==> config.mk <==
export PLATFORM = sky130hd
export DESIGN_NAME = buffer_view_cache
export DESIGN_NICKNAME = d
export VERILOG_FILES = /design/src/bvc_pkg.sv /design/src/bvc_entry_mem.sv /design/src/bvc_div.sv /design/src/buffer_view_cache.sv
export SDC_FILE = /design/constraint.sdc
export NUM_CORES = 2
export LEC_CHECK = 0
export BUFFER_PORTS_ARGS = -buffer_cell sky130_fd_sc_hd__buf_4
export CAP_MARGIN = 0
export CORE_AREA = 2 2 372 448
export DETAILED_ROUTE_END_ITERATION = 6
export DIE_AREA = 0 0 374 450
export PLACE_DENSITY_LB_ADDON = 0.08
export SLEW_MARGIN = 20
export SYNTH_ARGS = -nofsm -noshare
export SYNTH_HDL_FRONTEND = slang
export SYNTH_SLANG_ARGS = --single-unit
==> constraint.sdc <==
create_clock -name clk -period 18.5 [get_ports clk]
set_input_delay 3.7 -clock clk [delete_from_list [all_inputs] [get_ports clk]]
set_output_delay 3.7 -clock clk [all_outputs]
set_load 0.03 [all_outputs]
==> src/bvc_pkg.sv <==
// ----------------------------------------------------------------------------
// bvc_pkg
// Shared types and constants of the buffer view cache: the request and
// result words, the stored view entry and the configuration register map.
// ----------------------------------------------------------------------------
package bvc_pkg;

  // field widths
  localparam int unsigned OFFSET_W = 32;
  localparam int unsigned SIZE_W   = 32;
  localparam int unsigned START_W  = 33;
  localparam int unsigned SLOT_W   = 4;
  localparam int unsigned EBYTES_W = 13;
  localparam int unsigned ETOTAL_W = 21;
  localparam int unsigned TOTAL_W  = EBYTES_W + ETOTAL_W;

  // configuration port
  localparam int unsigned CFG_IDX_W  = 2;
  localparam int unsigned CFG_DATA_W = 32;

  typedef enum logic [CFG_IDX_W-1:0] {
    REG_BUFFER_START  = 2'd0,
    REG_ELEMENT_BYTES = 2'd1,
    REG_ELEMENT_TOTAL = 2'd2
  } cfg_reg_t;

  // request word
  typedef struct packed {
    logic [OFFSET_W-1:0] req_offset;
    logic [SIZE_W-1:0]   req_size;
  } in_word_t;

  // result word
  typedef struct packed {
    logic [SLOT_W-1:0]  slot;
    logic               reused;
    logic [START_W-1:0] first_element;
    logic [SIZE_W-1:0]  element_count;
  } out_word_t;

  // one cached view
  typedef struct packed {
    logic [START_W-1:0] start;
    logic [SIZE_W-1:0]  length;
  } entry_t;

endpackage

==> src/bvc_entry_mem.sv <==
// ----------------------------------------------------------------------------
// bvc_entry_mem
// Single-port-write, single-port-read view store with registered read data.
// ----------------------------------------------------------------------------
module bvc_entry_mem
  import bvc_pkg::*;
#(
  parameter int unsigned DEPTH = 16
) (
  input  logic                     clk,
  input  logic                     wr_en,
  input  logic [$clog2(DEPTH)-1:0] wr_addr,
  input  entry_t                   wr_data,
  input  logic                     rd_en,
  input  logic [$clog2(DEPTH)-1:0] rd_addr,
  output entry_t                   rd_data
);

  entry_t mem_r [DEPTH];
  entry_t rd_data_r;

  // write port
  always_ff @(posedge clk) begin
    if (wr_en) begin
      mem_r[wr_addr] <= wr_data;
    end
  end

  // registered read port
  always_ff @(posedge clk) begin
    if (rd_en) begin
      rd_data_r <= mem_r[rd_addr];
    end
  end

  assign rd_data = rd_data_r;

endmodule

==> src/bvc_div.sv <==
// ----------------------------------------------------------------------------
// bvc_div
// Restoring divider, one quotient bit per cycle.
// ----------------------------------------------------------------------------
module bvc_div
  import bvc_pkg::*;
#(
  parameter int unsigned DW = 33,
  parameter int unsigned VW = 13
) (
  input  logic          clk,
  input  logic          rst_n,
  input  logic          start,
  input  logic [DW-1:0] dividend,
  input  logic [VW-1:0] divisor,
  output logic          busy,
  output logic [DW-1:0] quotient
);

  localparam int unsigned CNT_W = $clog2(DW + 1);

  logic             busy_r;
  logic [CNT_W-1:0] cnt_r;
  logic [DW-1:0]    q_r;
  logic [VW-1:0]    rem_r;
  logic [VW-1:0]    dv_r;

  logic [VW:0]   rem_sh;
  logic [VW:0]   diff;
  logic          ge;
  logic [VW-1:0] rem_nxt;

  // one restoring step
  always_comb begin
    rem_sh  = {rem_r, q_r[DW-1]};
    diff    = rem_sh - {1'b0, dv_r};
    ge      = (rem_sh >= {1'b0, dv_r});
    rem_nxt = ge ? diff[VW-1:0] : rem_sh[VW-1:0];
  end

  // control
  always_ff @(posedge clk) begin
    if (!rst_n) begin
      busy_r <= 1'b0;
      cnt_r  <= '0;
    end else if (start) begin
      busy_r <= 1'b1;
      cnt_r  <= CNT_W'(DW);
    end else if (busy_r) begin
      cnt_r <= cnt_r - 1'b1;
      if (cnt_r == CNT_W'(1)) begin
        busy_r <= 1'b0;
      end
    end
  end

  // datapath
  always_ff @(posedge clk) begin
    if (start) begin
      q_r   <= dividend;
      rem_r <= '0;
      dv_r  <= divisor;
    end else if (busy_r) begin
      q_r   <= {q_r[DW-2:0], ge};
      rem_r <= rem_nxt;
    end
  end

  assign busy     = busy_r;
  assign quotient = q_r;

endmodule

==> src/buffer_view_cache.sv <==
// ----------------------------------------------------------------------------
// buffer_view_cache
// Fully associative cache of buffer views with in-order fill and
// round-robin replacement once full.
// ----------------------------------------------------------------------------
// Usage:
//   A request word (byte offset, byte size; size zero means up to the buffer
//   end) is taken when start is high and busy is low. Exactly one result word
//   follows, shown for a single cycle with out_valid high; it gives the slot,
//   a reused flag and the view's first element and element count.
//   Sequence: the size is formed first, then the entry memory is searched one
//   entry per cycle (up to the hit, or every filled entry on a miss, then
//   the new view is written), then two serial dividers run side by side,
//   the longer of them in 33 steps.
//   One request is in flight at a time; busy stays high until its result.
//   Configuration is a plain write port (cfg_we, cfg_index, cfg_data); the
//   user must write it only while busy is low; the block does not enforce it.
//   Reset empties the cache by clearing the fill count and replacement
//   cursor; the entry memory itself needs no clearing pass.
//   The result cannot be held off: it is taken in the cycle it is shown.
// ----------------------------------------------------------------------------
module buffer_view_cache
  import bvc_pkg::*;
#(
  parameter int unsigned CACHE_ENTRIES = 16
) (
  input  logic                  clk,
  input  logic                  rst_n,
  // request channel
  input  logic                  start,
  output logic                  busy,
  input  in_word_t              in_word,
  // result channel
  output logic                  out_valid,
  output out_word_t             out_word,
  // configuration
  input  logic                  cfg_we,
  input  logic [CFG_IDX_W-1:0]  cfg_index,
  input  logic [CFG_DATA_W-1:0] cfg_data
);

  localparam int unsigned IDX_W  = $clog2(CACHE_ENTRIES);
  localparam int unsigned FILL_W = $clog2(CACHE_ENTRIES + 1);

  typedef enum logic [2:0] {
    ST_IDLE,
    ST_PREP,
    ST_SCAN,
    ST_MISS,
    ST_DIV_GO,
    ST_DIV_WAIT
  } state_t;

  state_t state_r;

  // configuration registers
  logic [OFFSET_W-1:0] buf_start_r;
  logic [EBYTES_W-1:0] ebytes_r;
  logic [ETOTAL_W-1:0] etotal_r;

  // request context
  logic [OFFSET_W-1:0] off_r;
  logic [SIZE_W-1:0]   size_r;
  logic [START_W-1:0]  abs_r;
  logic [TOTAL_W-1:0]  total_r;
  logic [SIZE_W-1:0]   len_r;
  logic [IDX_W-1:0]    scan_idx_r;
  logic [IDX_W-1:0]    slot_r;
  logic                reused_r;

  // cache bookkeeping
  logic [FILL_W-1:0] fill_r;
  logic [IDX_W-1:0]  cursor_r;

  // result registers
  logic      out_valid_r;
  out_word_t out_word_r;

  // memory ports
  logic             mem_wr_en;
  logic [IDX_W-1:0] mem_wr_addr;
  entry_t           mem_wr_data;
  logic             mem_rd_en;
  logic [IDX_W-1:0] mem_rd_addr;
  entry_t           mem_rd_data;

  // dividers
  logic                div_go;
  logic [EBYTES_W-1:0] divisor;
  logic                div_s_busy;
  logic                div_l_busy;
  logic [START_W-1:0]  q_start;
  logic [SIZE_W-1:0]   q_length;

  // combinational decisions
  logic               accept;
  logic [TOTAL_W-1:0] total_c;
  logic [TOTAL_W-1:0] to_end;
  logic [SIZE_W-1:0]  size_fin;
  logic               scan_hit;
  logic               scan_last;
  logic [IDX_W-1:0]   victim;
  logic [IDX_W-1:0]   cursor_nxt;
  logic [IDX_W+3:0]   slot_ext;

  assign accept  = start && (state_r == ST_IDLE);
  assign total_c = {{EBYTES_W{1'b0}}, etotal_r} * {{ETOTAL_W{1'b0}}, ebytes_r};
  assign divisor = (ebytes_r == '0) ? EBYTES_W'(1) : ebytes_r;

  // final size: the request size, or if zero the size up to buffer end, saturated to 32 bits
  always_comb begin
    to_end = total_r - {{(TOTAL_W-OFFSET_W){1'b0}}, off_r};
    if (size_r != '0) begin
      size_fin = size_r;
    end else if (total_r <= {{(TOTAL_W-OFFSET_W){1'b0}}, off_r}) begin
      size_fin = '0;
    end else if (to_end[TOTAL_W-1:SIZE_W] != '0) begin
      size_fin = '1;
    end else begin
      size_fin = to_end[SIZE_W-1:0];
    end
  end

  // search compare on the entry just read
  assign scan_hit  = (state_r == ST_SCAN) && (mem_rd_data.start == abs_r) &&
                     (size_r <= mem_rd_data.length);
  assign scan_last = ((FILL_W'(scan_idx_r) + FILL_W'(1)) == fill_r);

  // replacement choice: first empty entry, else round-robin cursor
  assign victim     = (fill_r < FILL_W'(CACHE_ENTRIES)) ? fill_r[IDX_W-1:0] : cursor_r;
  assign cursor_nxt = (victim == IDX_W'(CACHE_ENTRIES - 1)) ? '0 : victim + 1'b1;

  // memory access control
  always_comb begin
    mem_rd_en   = 1'b0;
    mem_rd_addr = '0;
    mem_wr_en   = 1'b0;
    mem_wr_addr = victim;
    mem_wr_data = '{start: abs_r, length: size_r};
    case (state_r)
      ST_PREP: begin
        mem_rd_en = 1'b1;
      end
      ST_SCAN: begin
        mem_rd_en   = 1'b1;
        mem_rd_addr = scan_idx_r + 1'b1;
      end
      ST_MISS: begin
        mem_wr_en = 1'b1;
      end
      default: begin
      end
    endcase
  end

  assign div_go = (state_r == ST_DIV_GO);

  // configuration writes
  always_ff @(posedge clk) begin
    if (!rst_n) begin
      buf_start_r <= '0;
      ebytes_r    <= EBYTES_W'(4);
      etotal_r    <= ETOTAL_W'(1);
    end else if (cfg_we) begin
      case (cfg_index)
        REG_BUFFER_START:  buf_start_r <= cfg_data[OFFSET_W-1:0];
        REG_ELEMENT_BYTES: ebytes_r    <= cfg_data[EBYTES_W-1:0];
        REG_ELEMENT_TOTAL: etotal_r    <= cfg_data[ETOTAL_W-1:0];
        default: begin
        end
      endcase
    end
  end

  // request sequencer and registered outputs
  always_ff @(posedge clk) begin
    if (!rst_n) begin
      state_r     <= ST_IDLE;
      fill_r      <= '0;
      cursor_r    <= '0;
      out_valid_r <= 1'b0;
    end else begin
      out_valid_r <= 1'b0;
      case (state_r)
        ST_IDLE: begin
          if (accept) begin
            state_r <= ST_PREP;
          end
        end
        ST_PREP: begin
          state_r <= (fill_r == '0) ? ST_MISS : ST_SCAN;
        end
        ST_SCAN: begin
          if (scan_hit) begin
            state_r <= ST_DIV_GO;
          end else if (scan_last) begin
            state_r <= ST_MISS;
          end
        end
        ST_MISS: begin
          cursor_r <= cursor_nxt;
          if (fill_r < FILL_W'(CACHE_ENTRIES)) begin
            fill_r <= fill_r + 1'b1;
          end
          state_r <= ST_DIV_GO;
        end
        ST_DIV_GO: begin
          state_r <= ST_DIV_WAIT;
        end
        ST_DIV_WAIT: begin
          if (!div_s_busy && !div_l_busy) begin
            out_valid_r <= 1'b1;
            state_r     <= ST_IDLE;
          end
        end
        default: begin
          state_r <= ST_IDLE;
        end
      endcase
    end
  end

  // request datapath
  always_ff @(posedge clk) begin
    if (accept) begin
      off_r   <= in_word.req_offset;
      size_r  <= in_word.req_size;
      abs_r   <= {1'b0, buf_start_r} + {1'b0, in_word.req_offset};
      total_r <= total_c;
    end
    case (state_r)
      ST_PREP: begin
        size_r     <= size_fin;
        scan_idx_r <= '0;
      end
      ST_SCAN: begin
        if (scan_hit) begin
          slot_r   <= scan_idx_r;
          reused_r <= 1'b1;
          len_r    <= mem_rd_data.length;
        end else begin
          scan_idx_r <= scan_idx_r + 1'b1;
        end
      end
      ST_MISS: begin
        slot_r   <= victim;
        reused_r <= 1'b0;
        len_r    <= size_r;
      end
      default: begin
      end
    endcase
  end

  // result word
  assign slot_ext = {4'b0000, slot_r};

  always_ff @(posedge clk) begin
    if (state_r == ST_DIV_WAIT && !div_s_busy && !div_l_busy) begin
      out_word_r.slot          <= slot_ext[SLOT_W-1:0];
      out_word_r.reused        <= reused_r;
      out_word_r.first_element <= q_start;
      out_word_r.element_count <= q_length;
    end
  end

  bvc_entry_mem #(
    .DEPTH (CACHE_ENTRIES)
  ) u_mem (
    .clk     (clk),
    .wr_en   (mem_wr_en),
    .wr_addr (mem_wr_addr),
    .wr_data (mem_wr_data),
    .rd_en   (mem_rd_en),
    .rd_addr (mem_rd_addr),
    .rd_data (mem_rd_data)
  );

  bvc_div #(
    .DW (START_W),
    .VW (EBYTES_W)
  ) u_div_start (
    .clk      (clk),
    .rst_n    (rst_n),
    .start    (div_go),
    .dividend (abs_r),
    .divisor  (divisor),
    .busy     (div_s_busy),
    .quotient (q_start)
  );

  bvc_div #(
    .DW (SIZE_W),
    .VW (EBYTES_W)
  ) u_div_length (
    .clk      (clk),
    .rst_n    (rst_n),
    .start    (div_go),
    .dividend (len_r),
    .divisor  (divisor),
    .busy     (div_l_busy),
    .quotient (q_length)
  );

  assign busy      = (state_r != ST_IDLE);
  assign out_valid = out_valid_r;
  assign out_word  = out_word_r;

  // result strobe lasts a single cycle
  a_strobe_pulse: assert property (@(posedge clk) disable iff (!rst_n)
    out_valid_r |=> !out_valid_r)
    else $error("result strobe held for more than one cycle");

  // result is only shown once the sequencer is free again
  a_result_idle: assert property (@(posedge clk) disable iff (!rst_n)
    out_valid_r |-> (state_r == ST_IDLE))
    else $error("result shown while a request is still active");

  // fill count never passes the cache depth
  a_fill_bound: assert property (@(posedge clk) disable iff (!rst_n)
    fill_r <= FILL_W'(CACHE_ENTRIES))
    else $error("fill count beyond cache depth");

  // a reused view always lies inside the filled region
  a_hit_filled: assert property (@(posedge clk) disable iff (!rst_n)
    (out_valid_r && reused_r) |-> (FILL_W'(slot_r) < fill_r))
    else $error("hit reported on an empty entry");

  // dividers are idle whenever a new request may enter
  a_div_idle: assert property (@(posedge clk) disable iff (!rst_n)
    accept |-> (!div_s_busy && !div_l_busy))
    else $error("request accepted while a division is running");

endmodule

==> impl_metrics.csv <==
group,metric,value,unit
status,status,"complete, no violations",
placement,preCtsSetupSlack,11.76,ns
sta,worst_slew_pin_slew,1.08,ns
logic_synthesis,synth_area_leaders,"sky130_fd_sc_hd__edfxtp_1 (58%), sky130_fd_sc_hd__fa_1 (5.8%), sky130_fd_sc_hd__nand2_1 (4.4%)",
logic_synthesis,synthesis.instances,5523,
sta,rsz0062_at_grt,"no",
pwr,share_clk_of_total_power,0.343,
logic_synthesis,synth.ff_latch_count,1544,
global_route,first_global_vias,45000,
global_route,grt_pass1_wl,292000,um
floorplan,dieWidth,374,um
logic_synthesis,synth_top_cell_area_share,0.584,
global_route,grt_start_max_net_pins,179,
cts,cts_num_sinks,1544,
route,first_iter_violations,2801,
placement,numPlacedInstances,7658,
logic_synthesis,synth.cells.most_frequent,"sky130_fd_sc_hd__edfxtp_1 (1,425), sky130_fd_sc_hd__nand2_1 (863), sky130_fd_sc_hd__inv_1 (388)",
run,max_cap_violations,0,
route,drc_errors,0,
floorplan,io_pins,174,
pwr,switching_share,0.289,
cts,post-cts-setup-buffers,0,
pwr,intPower,6.74,mW
route,finalWirelength,196000,um
pwr,power_density,115,mW/mm^2
route,drt-vias-per-instance,5.52,
finish,final_layout_size_suffix_gt1_frac,0.112,
cts,clock_insertion_delay_worst_skew,0.80,ns
floorplan,starting_density,0.447,
logic_synthesis,netlist.top_cell.by_area,"sky130_fd_sc_hd__edfxtp_1",
cts,ctsLongestPathBuffers,3,
logic_synthesis,synth_async_sr_flop_share,0,
pwr,p_total,9.48,mW
sta,max_clock_freq,0.149,GHz
cts,cts.root.buffer_cell,"sky130_fd_sc_hd__clkbuf_16",
logic_synthesis,mappedNetlistNets,6050,
global_route,antenna_violations_before_repair,19,
sta,report.final.slew_viol_count,0,
pwr,power.static_leakage,30.0,nW
pwr,peakVddDrop,0.114,mV
setup_path,worst-endpoint-required,19.04,ns
setup_path,endpoint_kind,"register",
route,via_count,43900,
global_route,groute.usage.overall,0.233,
placement,port_buffers,173,
floorplan,die_y,450,um
pwr,combinationalPowerShare,0.197,
logic_synthesis,post_synthesis_cell_area,0.0733,mm^2
logic_synthesis,ys_warn_count,0,
route,detailedRoute.firstPassIterationCount,5,
logic_synthesis,synth_seq_area_share,0.616,
cts,cts_resized,0,
finish,layout.cells.non_filler,7960,
pwr,power_frac_seq,0.460,
sta,setup_total_negative_slack,0,ns
cts,cts_tree,"done",
global_route,globalRouteOverflowTotal,0,
cts,clock_tree.htree_level_count,4,
placement,gp_congestion,0.869,
sta,post-route-period-util,0.364,
route,detail_route.wl_per_cell,24.6,um
sta,hold_violations,0,
floorplan,row_count,163,
logic_synthesis,synth_area_per_cell,13.3,um^2
logic_synthesis,synth_enable_flop_cells,1425,
sta,setup_viol,0,
sta,post-route-worst-setup-slack,11.77,ns
placement,placed_wire_length_estimate_after_detailed_placement,125000,um
setup_path,timing.critical_path.fanout_max,24,
logic_synthesis,synth_ff_type,"sky130_fd_sc_hd__edfxtp_1",
sta,final.setup_skew,0.0274,ns
floorplan,die_area,0.168,mm^2
sta,slew-limit-headroom,0.270,
worst_hold_path,hp-class,"reg2reg",
cts,path_clk_slew,0.06,ns
floorplan,core,0.164,mm^2
finish,nets,6201,
logic_synthesis,synth.distinct_cells,82,
pwr,netSwitchingPower,2.74,mW
cts,cts.hold.buffers_added,0,
setup_path,worstPathArrival,7.27,ns
logic_synthesis,synthMostInstantiatedCell,"sky130_fd_sc_hd__edfxtp_1",
setup_path,start_kind,"register",
finish,flow.area_growth_from_synthesis,12.5,%
sta,final.min_clock_period,6.73,ns
route,drt.antenna.violating_nets,0,
cts,cts_buf_count,159,
setup_path,critPathKind,"reg2reg",
-- final cells by class --
class                      count  area (um^2)
clock inverter                96          957
antenna                        6         15.0
fill                       14100        81300
sequential                  1544        45200
timing repair buffer         286         2180
tap                         2145         2680
multi-input combinational   3291        25600
clock buffer                 200         4320
inverter                     392         1490
-- per-stage QoR --
| stage | hold WS (ns) | cell area, um^2 | utilization |
|---|---|---|---|
| 6_report | 0.426 | 82500 | 0.504 |
| 3_5_place_dp | 0.411 | 77200 | 0.471 |
| 3_3_place_gp | 0.406 | 77200 | 0.471 |
| 5_1_grt | 0.448 | 82500 | 0.504 |
| 2_1_floorplan | 0.400 | 73300 | - |
| 4_1_cts | 0.427 | 82500 | 0.503 |
-- routing by layer --
layer / vias up / share of wire / GRT usage
li1: 20300 / - / -
met1: 22400 / 0.42 / 0.296
met2: 886 / 0.50 / 0.407
met3: 281 / 0.043 / 0.0371
met4: 24 / 0.031 / 0.0759
met5: - / 0.00073 / 0
-- sequential cells by signal, indices dropped and copies added (netlist names), 33 cells and up --
signal                flops
abs_r                    33
out_word                 70
total_r                  34
u_div_start.quotient     33
u_mem.mem_r            1040
u_mem.rd_data            65
-- power by group through the flow --
stage          sequential, mW  combinational [mW]  clock (mW)
6_report                 4.36                1.87        3.25
3_3_place_gp             4.43                1.86           0
5_1_grt                  4.39                2.06        3.45
4_1_cts                  4.37                1.89        3.32
2_1_floorplan            4.44                1.22           0
3_5_place_dp             4.44                1.88           0
-- cell usage in the layout (no fill, tap or decap), types with 33 or more instances in the layout --
cell type	count
sky130_fd_sc_hd__mux2i_1	279
sky130_fd_sc_hd__buf_4	283
sky130_fd_sc_hd__nor3_1	87
sky130_fd_sc_hd__inv_1	387
sky130_fd_sc_hd__xnor2_1	96
sky130_fd_sc_hd__mux4_2	65
sky130_fd_sc_hd__and2_1	128
sky130_fd_sc_hd__a221o_1	36
sky130_fd_sc_hd__nor2_1	110
sky130_fd_sc_hd__o21ai_0	112
sky130_fd_sc_hd__clkinv_1	33
sky130_fd_sc_hd__ha_1	212
sky130_fd_sc_hd__nand4_1	33
sky130_fd_sc_hd__a21o_1	44
sky130_fd_sc_hd__xor2_1	48
sky130_fd_sc_hd__nor2b_1	158
sky130_fd_sc_hd__clkbuf_16	166
sky130_fd_sc_hd__nand2_1	859
sky130_fd_sc_hd__fa_1	213
sky130_fd_sc_hd__a21oi_1	174
sky130_fd_sc_hd__dfxtp_1	119
sky130_fd_sc_hd__a311oi_1	130
sky130_fd_sc_hd__a211oi_1	146
sky130_fd_sc_hd__edfxtp_1	1425
sky130_fd_sc_hd__a21boi_0	78
-- logic make-up (layout without fill, tap and decap cells) --
group,Yosys count,after routing,share of synthesized area
compound gates,859,859,0.0830
xor+xnor,144,144,0.0172
fa+ha+maj,425,425,0.0944
buf+inv,688,974,0.0364
flops,1544,1544,0.616
mux,346,346,0.0584
other cells,0,6,0
simple gates,1517,1517,0.0941
-- final timing paths --
path | startpoint | to | slack [ns] | depth (start not counted)
hold reg to reg | slot_r[0] | out_word[66] | 0.43 | 0
setup / recovery | ebytes_r[4] | total_r[33] | 11.77 | 20
hold / removal | slot_r[0] | out_word[66] | 0.43 | 0
setup reg to reg | ebytes_r[4] | total_r[33] | 11.77 | 20
-- critical path: stages (launching register included) --
cell                        delay (ns)
sky130_fd_sc_hd__dfxtp_1          0.99
sky130_fd_sc_hd__nand2_1          0.19
sky130_fd_sc_hd__fa_1             0.54
sky130_fd_sc_hd__fa_1             0.52
sky130_fd_sc_hd__inv_1            0.06
sky130_fd_sc_hd__fa_1             0.49
sky130_fd_sc_hd__fa_1             0.49
sky130_fd_sc_hd__inv_1            0.05
sky130_fd_sc_hd__fa_1             0.47
sky130_fd_sc_hd__inv_1            0.04
sky130_fd_sc_hd__ha_1             0.36
sky130_fd_sc_hd__and2_1           0.20
sky130_fd_sc_hd__nand4_1          0.13
sky130_fd_sc_hd__a21oi_1          0.31
sky130_fd_sc_hd__o2111ai_2        0.23
sky130_fd_sc_hd__a211oi_1         0.56
sky130_fd_sc_hd__o41a_1           0.28
sky130_fd_sc_hd__o31a_1           0.18
sky130_fd_sc_hd__a311o_1          0.20
sky130_fd_sc_hd__a21oi_2          0.06
sky130_fd_sc_hd__xnor2_1          0.12
Power figures use the tool's default switching activity.
